$ cat src/design/tvi_pkg.sv
// ----------------------------------------------------------------------------
// tvi_pkg
// Widths and the cell operation word shared by the trapezoid volume
// integrator front end, queue and accumulator back end.
// ----------------------------------------------------------------------------
package tvi_pkg;

    localparam int SAMPLE_W = 16;               // Q8.8 sample
    localparam int COORD_W  = 16;               // Q8.8 coordinate
    localparam int CFG_W    = 11;               // column length register
    localparam int LINE_W   = SAMPLE_W + 2 * COORD_W; // one line store entry
    localparam int SUM_W    = SAMPLE_W + 2;     // sum of four corners
    localparam int DIFF_W   = COORD_W + 1;      // coordinate difference
    localparam int PROD1_W  = SUM_W + DIFF_W;   // sum * dx
    localparam int PROD2_W  = PROD1_W + DIFF_W; // sum * dx * dy
    localparam int ACC_W    = 64;               // volume accumulator
    localparam int Q_DEPTH  = 4;                // front-to-back queue depth
    localparam int Q_AW     = 2;                // queue pointer width

    // One word from the front end to the accumulator
    typedef struct packed {
        logic                     is_cell; // closes a cell, add its product
        logic                     last;    // final point, emit the volume
        logic signed [SUM_W-1:0]  sum;
        logic signed [DIFF_W-1:0] dx;
        logic signed [DIFF_W-1:0] dy;
    } t_cell_op;

endpackage

$ cat src/design/tvi_queue.sv
// ----------------------------------------------------------------------------
// tvi_queue
// Short FIFO of cell words between the front end and the accumulator.
// ----------------------------------------------------------------------------
module tvi_queue
    import tvi_pkg::*;
(
    input  logic        i_clk,
    input  logic        i_rst_n,
    input  logic        i_push,
    input  t_cell_op    i_op,
    output logic        o_full,
    input  logic        i_pop,
    output t_cell_op    o_op,
    output logic        o_empty
);

    t_cell_op           r_mem [Q_DEPTH];
    logic [Q_AW-1:0]    r_wp;
    logic [Q_AW-1:0]    r_rp;
    logic [Q_AW:0]      r_cnt;

    assign o_full  = (r_cnt == (Q_AW+1)'(Q_DEPTH));
    assign o_empty = (r_cnt == '0);
    assign o_op    = r_mem[r_rp];

    // pointers and fill count
    always_ff @(posedge i_clk) begin
        if (!i_rst_n) begin
            r_wp  <= '0;
            r_rp  <= '0;
            r_cnt <= '0;
        end else begin
            if (i_push) begin
                r_wp <= r_wp + Q_AW'(1);
            end
            if (i_pop) begin
                r_rp <= r_rp + Q_AW'(1);
            end
            if (i_push && !i_pop) begin
                r_cnt <= r_cnt + (Q_AW+1)'(1);
            end else if (i_pop && !i_push) begin
                r_cnt <= r_cnt - (Q_AW+1)'(1);
            end
        end
    end

    // storage
    always_ff @(posedge i_clk) begin
        if (i_push) begin
            r_mem[r_wp] <= i_op;
        end
    end

endmodule

$ cat config.mk
export PLATFORM = sky130hd
export DESIGN_NAME = tvi_queue
export DESIGN_NICKNAME = d
export VERILOG_FILES = /design/src/design/tvi_pkg.sv /design/src/design/tvi_queue.sv
export SDC_FILE = /design/constraint.sdc
export NUM_CORES = 1
export LEC_CHECK = 0
export ABC_CLOCK_PERIOD_IN_PS = 6000
export BUFFER_PORTS_ARGS = -buffer_cell sky130_fd_sc_hd__buf_2
export CAP_MARGIN = 20
export CORE_MARGIN = 2
export CORE_UTILIZATION = 28
export DETAILED_ROUTE_END_ITERATION = 10
export GPL_TIMING_DRIVEN = 0
export PLACE_DENSITY = 0.43
export SYNTH_ARGS = -nofsm -noshare
export SYNTH_HDL_FRONTEND = slang
export SYNTH_SLANG_ARGS = --single-unit
$ cat constraint.sdc
create_clock -name i_clk -period 6 [get_ports i_clk]
set_input_delay 0.9 -clock i_clk [delete_from_list [all_inputs] [get_ports i_clk]]
set_output_delay 0.9 -clock i_clk [all_outputs]
set_load 0.01 [all_outputs]
==> out/summary.txt <==
total leakage power - 3.469 nW
fraction of the core area covered by cells at the end of the flow - 34.97%
number of pins exceeding their max-slew limit in the final report - 0
final cell count without fillers - 879
max cap viols - 0
final layout net count - 534
# IOs - 114
Max Root-Sink Buffers - 3
distinct cell type count after synthesis - 22
Min Clock Period, post-route - 2.920 ns
iteration-0 DRC count of the detailed router - 144
insertion delay of the later-clocked pin in the worst-skew pair - 0.53 ns
final cycle utilization of the critical path - 48.67%
routed wire length per instance - 18.86 microns
Remaining Overflow, GRT - 0
maximum clock rate - 342.5 MHz
detailed-router iteration count before antenna repair - 4
Worst Clk Skew - 0.02469 ns
final setup TNS - 0 ns
post-CTS setup repair buffer count - 0
power density over the cells - 361.3 nW/um^2
most instantiated library cell after synthesis - sky130_fd_sc_hd__edfxtp_1
Setup Viol. Count Final - 0
critical-path maximum fanout - 10
critical path type - reg -> out
fraction of the yosys area taken by sequential cells - 80.28%
Final Hold Viols - 0
number of cells after detailed placement - 832
filler cell count in the final layout - 2749
Netlist Area Pre-Place - 8304 sq um
Placeable Area - 29400 sq um
DPL Wire Length - 10180 microns
Worst IR Drop VDD - 0.2018 mV
final routed DRC violation total - 0
initial cell density of the core - 28.24%
Avg Inst Size Synth - 25.55 sq um
leading area contributor after synthesis - sky130_fd_sc_hd__edfxtp_1
top cell type's share of synthesized area - 78.11%
most instantiated flip-flop cell in the synthesis netlist - sky130_fd_sc_hd__edfxtp_1
Routed Antenna Nets - 0
fraction of registers with async set or reset after synthesis - 0%
detailed-route wire length - 16570 microns
remaining max-slew budget at the tightest pin - 69.16%
kind of start point of the critical path - flop
via count normalized by instance count - 4.300
Port Buffers - 113
H-tree lvl count - 1
power after layout - 0.003715 W
global-route wire length before repair - 25390 microns
most used standard cells in the synthesized netlist - sky130_fd_sc_hd__edfxtp_1, sky130_fd_sc_hd__mux4_2, sky130_fd_sc_hd__and2_1, sky130_fd_sc_hd__dfxtp_1
initial antenna violation count - 1
result of the run - completed
number of clock buffers inserted by TritonCTS - 26
Yosys warnings - 0
horizontal extent of the die - 176.2 microns
endpoint required time on the critical path - 5.10 ns
cell types with the largest area share after synthesis - sky130_fd_sc_hd__edfxtp_1, sky130_fd_sc_hd__mux4_2, sky130_fd_sc_hd__dfxtp_1
syn_nets - 389
number of global-route vias before repair - 4303
area of the die - 31050 sq um
total routing usage reported by global routing - 10.94%
Data arrival, critical path - 2.02 ns
number of standard cells after synthesis - 325
maximum number of pins on one net before global-route repair - 31
area added between synthesis and finish - 23.81%
vias - 3780
floorplan die height - 176.2 microns
CTS-repair resized insts - 0
final weighted congestion in routability-driven placement - 0.6656
number of clock sinks seen by CTS - 225
type of the most critical hold path - reg -> reg
CTS tree - done
CP endpoint kind - output pin
CTS Root Cell - sky130_fd_sc_hd__clkbuf_16
RSZ-0062 raised after global routing - false
number of hold-repair buffers added at the cts stage - 0
clock slew at reported path FFs - 0.06 ns
site row count - 63
share of cells above drive strength 1 - 44.47%
flip-flop and latch count after synthesis - 225
number of enable-type register cells in the synthesized netlist - 216
pin slew with the least headroom to its limit - 0.4627 ns
[worst max-delay path, stage by stage, from the launching register on]
cell                       delay [ns]
sky130_fd_sc_hd__dfxtp_1         0.30
sky130_fd_sc_hd__clkbuf_2        0.26
sky130_fd_sc_hd__buf_2           0.36
sky130_fd_sc_hd__mux4_2          0.39
sky130_fd_sc_hd__buf_2           0.16
[power breakdown]
group | switching [W] | internal [W]
combinational | 0.000189 | 0.000170
sequential | 0.0000189 | 0.00180
clock | 0.000588 | 0.000945
total | 0.000796 | 0.00292
[area by class of cell]
class	instances	area (sq um)	share of cell area [%]
diodes	1	2.502	0.02434
plain buffers	12	141.4	1.375
clock buffers	35	705.7	6.864
clock inverters	11	125.1	1.217
inverters	4	15.01	0.1460
multi-input cells	84	1491	14.51
flip-flops and latches	225	6666	64.84
well taps	390	488.0	4.746
repair buffers	117	645.6	6.280
[logic make-up (layout without fill, tap and decap cells)]
group	count (synthesis)	in the layout	share of synthesized area, %
AOI/OAI and AO/OA	2	2	0.1506
xor gates and xnor gates	5	5	0.5274
buffers and inverters	16	179	1.883
muxes	56	56	15.07
and+or+nand+nor	15	15	1.100
adders and majority gates	6	6	0.9944
other	0	1	0
DFF	225	225	80.28
[routing by layer]
metal	part of all wire (%)	up-vias	track usage [%]	wire length, microns
li1	-	1682	-	-
met1	41	1960	13.07	6726
met2	50	99	19.00	8282
met3	6.3	39	2.929	1040
met4	3.2	0	3.960	524
met5	0	-	0	0
[path summary, 6_finish.rpt]
check	start	depth (start not counted)	endpoint	slack [ns]
worst max register to register	r_wp[0]$_SDFFE_PN0P_	4	r_mem[2][23]$_DFFE_PP_	4.33
worst min-delay path	r_cnt[2]$_SDFFE_PN0P_	2	r_cnt[2]$_SDFFE_PN0P_	0.52
worst max-delay path	flop	4	o_op[33]	3.08
worst min register to register	r_cnt[2]$_SDFFE_PN0P_	2	r_cnt[2]$_SDFFE_PN0P_	0.52
[placed cells by master (no fill, tap or decap)]
cell type / n
sky130_fd_sc_hd__edfxtp_1: 216
sky130_fd_sc_hd__buf_2: 118
sky130_fd_sc_hd__buf_6: 1
sky130_fd_sc_hd__mux4_2: 50
sky130_fd_sc_hd__nand2_1: 1
sky130_fd_sc_hd__mux4_1: 4
sky130_fd_sc_hd__clkbuf_2: 1
sky130_fd_sc_hd__inv_1: 4
sky130_fd_sc_hd__dfxtp_1: 9
sky130_fd_sc_hd__mux2i_1: 2
sky130_fd_sc_hd__a21boi_0: 1
sky130_fd_sc_hd__nor3b_1: 1
sky130_fd_sc_hd__ha_1: 5
sky130_fd_sc_hd__xor2_1: 3
sky130_fd_sc_hd__or3_1: 1
sky130_fd_sc_hd__xnor2_1: 2
sky130_fd_sc_hd__clkbuf_1: 8
sky130_fd_sc_hd__clkbuf_16: 27
sky130_fd_sc_hd__fa_1: 1
sky130_fd_sc_hd__diode_2: 1
sky130_fd_sc_hd__bufinv_16: 3
sky130_fd_sc_hd__buf_12: 9
sky130_fd_sc_hd__and2_4: 4
sky130_fd_sc_hd__o21ai_0: 1
sky130_fd_sc_hd__nor2b_1: 2
sky130_fd_sc_hd__clkinv_1: 4
sky130_fd_sc_hd__clkinv_2: 4
sky130_fd_sc_hd__and2_1: 5
sky130_fd_sc_hd__nor3_1: 1
[metrics by stage]
stage	cell area, sq um	worst slack [ns]	hold WS [ns]
floorplan	8304	3.399	0.4724
global placement	9358	1.863	0.4863
detailed placement	9448	3.511	0.5263
CTS	10280	3.035	0.5385
global route	10280	2.976	0.5491
finish	10280	3.080	0.5241
[flip-flops by register name, summed over array words and instances (netlist names), named ones only]
name and count:
r_rp 2, r_wp 2, r_cnt 3, r_mem 216
Note: power is estimated with default switching activity, not from simulation.
