File: src/design/tvi_pkg.sv
// ----------------------------------------------------------------------------
// tvi_pkg
// Widths and the cell operation word shared by the trapezoid volume
// integrator front end, queue and accumulator back end.
// ----------------------------------------------------------------------------
package tvi_pkg;

    localparam int SAMPLE_W = 16;               // Q8.8 sample
    localparam int COORD_W  = 16;               // Q8.8 coordinate
    localparam int CFG_W    = 11;               // column length register
    localparam int LINE_W   = SAMPLE_W + 2 * COORD_W; // one line store entry
    localparam int SUM_W    = SAMPLE_W + 2;     // sum of four corners
    localparam int DIFF_W   = COORD_W + 1;      // coordinate difference
    localparam int PROD1_W  = SUM_W + DIFF_W;   // sum * dx
    localparam int PROD2_W  = PROD1_W + DIFF_W; // sum * dx * dy
    localparam int ACC_W    = 64;               // volume accumulator
    localparam int Q_DEPTH  = 4;                // front-to-back queue depth
    localparam int Q_AW     = 2;                // queue pointer width

    // One word from the front end to the accumulator
    typedef struct packed {
        logic                     is_cell; // closes a cell, add its product
        logic                     last;    // final point, emit the volume
        logic signed [SUM_W-1:0]  sum;
        logic signed [DIFF_W-1:0] dx;
        logic signed [DIFF_W-1:0] dy;
    } t_cell_op;

endpackage

File: src/design/tvi_back.sv
// ----------------------------------------------------------------------------
// tvi_back
// Two-stage multiply of the corner sum by dx and dy, saturating 64-bit
// accumulate, and the output register for the volume word.
// ----------------------------------------------------------------------------
module tvi_back
    import tvi_pkg::*;
(
    input  logic                i_clk,
    input  logic                i_rst_n,
    input  t_cell_op            i_op,
    input  logic                i_empty,
    output logic                o_pop,
    output logic                o_m_tvalid,
    input  logic                i_m_tready,
    output logic [ACC_W-1:0]    o_m_tdata,   // volume
    output logic                o_m_tuser    // overflowed
);

    localparam logic signed [ACC_W-1:0] ACC_MAX = {1'b0, {(ACC_W-1){1'b1}}};
    localparam logic signed [ACC_W-1:0] ACC_MIN = {1'b1, {(ACC_W-1){1'b0}}};

    logic                       w_en;

    // stage A: sum * dx
    logic                       r_a_valid;
    logic                       r_a_cell;
    logic                       r_a_last;
    logic signed [DIFF_W-1:0]   r_a_dy;
    logic signed [PROD1_W-1:0]  r_a_prod;

    // stage B: (sum * dx) * dy
    logic                       r_b_valid;
    logic                       r_b_cell;
    logic                       r_b_last;
    logic signed [PROD2_W-1:0]  r_b_prod;

    // accumulator and result
    logic signed [ACC_W-1:0]    r_acc;
    logic                       r_sat;
    logic                       r_out_valid;
    logic [ACC_W-1:0]           r_out_vol;
    logic                       r_out_ovf;

    logic signed [SUM_W-1:0]    w_sum;
    logic signed [DIFF_W-1:0]   w_dx;
    logic signed [ACC_W-1:0]    w_add;
    logic signed [ACC_W:0]      w_wide;
    logic                       w_ovf;
    logic signed [ACC_W-1:0]    w_acc_next;

    // whole back end advances unless a result is stuck at the output
    assign w_en  = !r_out_valid || i_m_tready;
    assign o_pop = w_en && !i_empty;
    assign w_sum = i_op.sum;
    assign w_dx  = i_op.dx;

    // stage A
    always_ff @(posedge i_clk) begin
        if (!i_rst_n) begin
            r_a_valid <= 1'b0;
        end else if (w_en) begin
            r_a_valid <= o_pop;
        end
    end

    always_ff @(posedge i_clk) begin
        if (o_pop) begin
            r_a_cell <= i_op.is_cell;
            r_a_last <= i_op.last;
            r_a_dy   <= i_op.dy;
            r_a_prod <= PROD1_W'(w_sum) * PROD1_W'(w_dx);
        end
    end

    // stage B
    always_ff @(posedge i_clk) begin
        if (!i_rst_n) begin
            r_b_valid <= 1'b0;
        end else if (w_en) begin
            r_b_valid <= r_a_valid;
        end
    end

    always_ff @(posedge i_clk) begin
        if (w_en && r_a_valid) begin
            r_b_cell <= r_a_cell;
            r_b_last <= r_a_last;
            r_b_prod <= PROD2_W'(r_a_prod) * PROD2_W'(r_a_dy);
        end
    end

    // saturating add
    always_comb begin
        w_add  = r_b_cell ? ACC_W'(r_b_prod) : '0;
        w_wide = (ACC_W+1)'(r_acc) + (ACC_W+1)'(w_add);
        w_ovf  = (w_wide[ACC_W] != w_wide[ACC_W-1]);
        if (w_ovf) begin
            w_acc_next = w_wide[ACC_W] ? ACC_MIN : ACC_MAX;
        end else begin
            w_acc_next = w_wide[ACC_W-1:0];
        end
    end

    // accumulator, cleared after the last point of a grid
    always_ff @(posedge i_clk) begin
        if (!i_rst_n) begin
            r_acc <= '0;
            r_sat <= 1'b0;
        end else if (w_en && r_b_valid) begin
            if (r_b_last) begin
                r_acc <= '0;
                r_sat <= 1'b0;
            end else begin
                r_acc <= w_acc_next;
                r_sat <= r_sat || w_ovf;
            end
        end
    end

    // output register
    always_ff @(posedge i_clk) begin
        if (!i_rst_n) begin
            r_out_valid <= 1'b0;
        end else if (w_en) begin
            r_out_valid <= r_b_valid && r_b_last;
        end
    end

    always_ff @(posedge i_clk) begin
        if (w_en && r_b_valid && r_b_last) begin
            r_out_vol <= w_acc_next;
            r_out_ovf <= r_sat || w_ovf;
        end
    end

    assign o_m_tvalid = r_out_valid;
    assign o_m_tdata  = r_out_vol;
    assign o_m_tuser  = r_out_ovf;

endmodule

File: config.mk
export PLATFORM = sky130hd
export DESIGN_NAME = tvi_back
export DESIGN_NICKNAME = d
export VERILOG_FILES = /design/src/design/tvi_pkg.sv /design/src/design/tvi_back.sv
export SDC_FILE = /design/constraint.sdc
export NUM_CORES = 2
export LEC_CHECK = 0
export BUFFER_PORTS_ARGS = -buffer_cell sky130_fd_sc_hd__buf_4
export CORE_ASPECT_RATIO = 1.5
export CORE_MARGIN = 4
export CORE_UTILIZATION = 29
export CTS_CLUSTER_SIZE = 40
export DETAILED_ROUTE_END_ITERATION = 8
export SETUP_SLACK_MARGIN = 0.02
export SLEW_MARGIN = 10
export SYNTH_ARGS = -nofsm -noshare
export SYNTH_HDL_FRONTEND = slang
export SYNTH_SLANG_ARGS = --single-unit
File: constraint.sdc
create_clock -name i_clk -period 8.2 [get_ports i_clk]
set_input_delay 1.64 -clock i_clk [delete_from_list [all_inputs] [get_ports i_clk]]
set_output_delay 1.64 -clock i_clk [all_outputs]
set_load 0.02 [all_outputs]
==> run_results.csv <==
group,metric,value,unit
critical_path,path_max_fanout,19,
logic_synthesis,synth.cell_area,0.0435,sq mm
die,die_area,0.156,sq mm
cells_and_area,ratio_of_cells_with_drive_above_1_in_the_final_layout,0.0547,
cells_and_area,area.growth.synth_to_final,9.11,%
critical_path,worst_r2r_startpoint,"r_a_dy[8]",
clock_tree,cts_repair_resize_count,0,
clock_tree,clkSlewWorstSetupHoldPaths,60,ps
clock_tree,post_cts.repair.setup_buffers,0,
cells_and_area,finish.utilization,0.319,
timing,slew_headroom,0.238,
flow_run,max_cap_violations,0,
logic_synthesis,dominantRegCellSynth,"edfxtp_1",
hold_path,min_path_type,"flop to flop",
drt,drt_iter0_drc,1367,
cells_and_area,final_cell_area,0.0475,sq mm
clock_tree,cts_hold_buffers,0,
die,die_height,482,um
placed_design,number_of_i_o_port_buffers,124,
logic_synthesis,synth-edff-count,173,
timing,setup_viol_count_final,0,
timing,achievable-frequency,132,MHz
placed_design,global_placer_s_final_weighted_congestion,0.864,
global_route,grt.total_usage,0.145,
drt,post_drt_wl_per_cell,16.9,um
critical_path,worstSetupStartpoint,"r_a_dy[8]",
drt,firstDrtPassIters,5,
die,die_width,324,um
die,floorplan.initialDensity,0.292,
critical_path,worst_ep_arrival_time,7900,ps
timing,final.period_utilization,0.923,
drt,dr_total_vias,30700,
logic_synthesis,avgSynthCellArea,9.47,sq um
clock_tree,worstSkewPairLatency,590,ps
global_route,grt_max_degree,66,
status,outcome,"finished, final reports clean",
timing,final_period_minus_worst_setup_slack,7570,ps
drt,average_vias_per_placed_instance,4.69,
drt,wirelength_routed,111000,um
clock_tree,clock_tree_from_tritoncts,"done",
logic_synthesis,share_of_the_yosys_chip_area_belonging_to_registers,0.151,
cells_and_area,most_common_cell_after_layout_fill_and_taps_aside,"inv_1",
logic_synthesis,post_synthesis_async_set_or_reset_flop_share,0,
cells_and_area,most-common-layout-cells,"954 x inv_1, 878 x fa_1, 593 x nand2_1, 441 x and2_1, 272 x ha_1",
global_route,global_route.overflow_total,0,
critical_path,timing.setup.critical_path_class,"flop to flop",
timing,total_negative_slack_for_setup_checks,0,ps
logic_synthesis,postSynthNetCount,5802,
logic_synthesis,postSynthCellCount,4594,
cells_and_area,fill_cells,15300,
global_route,grt_antenna_before_repair,2,
logic_synthesis,flip_flop_and_latch_count_after_synthesis,241,
logic_synthesis,ys_types,75,
cells_and_area,register_area,0.00656,sq mm
timing,slew_violations,0,
drt,drc,0,
timing,rsz0062_at_grt,"false",
hold_path,min-delay-start,"r_a_cell",
logic_synthesis,synth_warnings,0,
drt,drtAntennaViolNets,0,
critical_path,cp-start-kind,"flop",
clock_tree,ctsHtreeMaxLevel,1,
placed_design,dpl.hpwl,91400,um
cells_and_area,multi_input_combinational_cell_area,0.0326,sq mm
timing,worst_clock_skew,38.6,ps
critical_path,worstPathRequired,8540,ps
cells_and_area,fin_nets,5813,
timing,final_hold_violation_count,0,
die,rows,173,
critical_path,worstSetupEndpointType,"flop",
die,top_level_ports,125,
global_route,first_global_vias,34200,
global_route,grt_first_pass_wirelength,183000,um
placed_design,dpl-instance-area,0.0465,sq mm
die,core-area,0.149,sq mm
clock_tree,tritoncts_num_sinks,241,
clock_tree,clock_path_buffers,3,
clock_tree,clock-root-buffer,"clkbuf_16",
clock_tree,cts_inserted_buffers,28,
timing,worst-slew-pin-transition,1140,ps
==> path summary, 6_finish.rpt <==
path / to / slack [ps] / cells after the start
min: r_b_cell / 430 / 0
min reg2reg: r_b_cell / 430 / 0
max reg2reg: r_b_prod[50] / 630 / 24
max: r_b_prod[50] / 630 / 24
==> state kept, by name, indices dropped and copies added (netlist names) <==
signal      cells
r_sat           1
r_a_dy         17
r_b_last        1
o_m_tvalid      1
o_m_tuser       1
r_a_prod       35
r_b_cell        1
r_acc          64
o_m_tdata      64
r_a_last        1
r_a_cell        1
r_a_valid       1
r_b_prod       52
r_b_valid       1
==> critical path, stage by stage (launching register included) <==
cell	delay, ps
edfxtp_1	810
buf_4	400
nand2_1	130
fa_1	570
inv_1	50
fa_1	490
fa_1	580
fa_1	470
fa_1	500
inv_1	50
fa_1	470
inv_1	40
ha_1	310
a21o_1	200
a21o_1	190
a221oi_1	260
o21ai_1	140
o21a_1	120
a31oi_1	220
o21ai_0	150
buf_4	170
o311ai_0	410
a21boi_0	240
a31oi_1	240
xnor2_1	100
==> synth_stat cells, drive strengths merged (16+ instances only) <==
cell type | count | area (sq um)
inv | 956 | 3590
fa | 878 | 17600
nand2 | 594 | 2230
and2 | 443 | 2770
ha | 272 | 3400
clkbuf | 175 | 658
edfxtp | 173 | 5190
a21oi | 152 | 768
nor2 | 146 | 556
o21ai | 116 | 584
xnor2 | 103 | 902
a21o | 76 | 571
dfxtp | 68 | 1360
xor2 | 45 | 394
maj3 | 33 | 333
a221o | 31 | 310
nand3 | 29 | 145
nand2b | 27 | 169
buf | 22 | 101
nor2b | 22 | 138
o211ai | 21 | 158
nand4 | 20 | 125
o21a | 20 | 150
o21bai | 19 | 143
and3 | 16 | 105
==> kinds of logic after synthesis <==
group           after synthesis  share of synthesized area
simple gates               1340                      0.150
flops                       241                      0.151
mux                           1                   0.000230
fa+ha+maj                  1183                      0.490
compound gates              528                     0.0797
xor+xnor                    148                     0.0298
buf+inv                    1153                      0.100
==> metal layers <==
metal	GRT usage	up-vias	wire [um]
li1	-	14100	-
met1	0.180	15800	45800
met2	0.271	696	58000
met3	0.00926	159	4410
met4	0.0363	4	2540
met5	0	-	26
==> area by class of cell <==
cell class / count / area share
repair buffers: 178 / 0.0282
clock buffers: 34 / 0.0154
clock inverters: 18 / 0.00403
well taps: 1925 / 0.0508
diodes: 1 / 0.0000527
inverters: 956 / 0.0756
multi-input cells: 3200 / 0.688
flip-flops and latches: 241 / 0.138
==> stage by stage <==
stage / setup slack (ps) / hold slack (ps) / cells
after global placement: 205 / 406 / 6500
after floorplan: 479 / 400 / 4594
after detailed placement: 163 / 412 / 6500
after global routing: 211 / 431 / 6552
after CTS: 623 / 424 / 6552
final: 635 / 430 / 6553
Power is left out: the tool's default activity adds up to more than one toggle a clock period on the data nets, which glitch-free logic cannot reach.
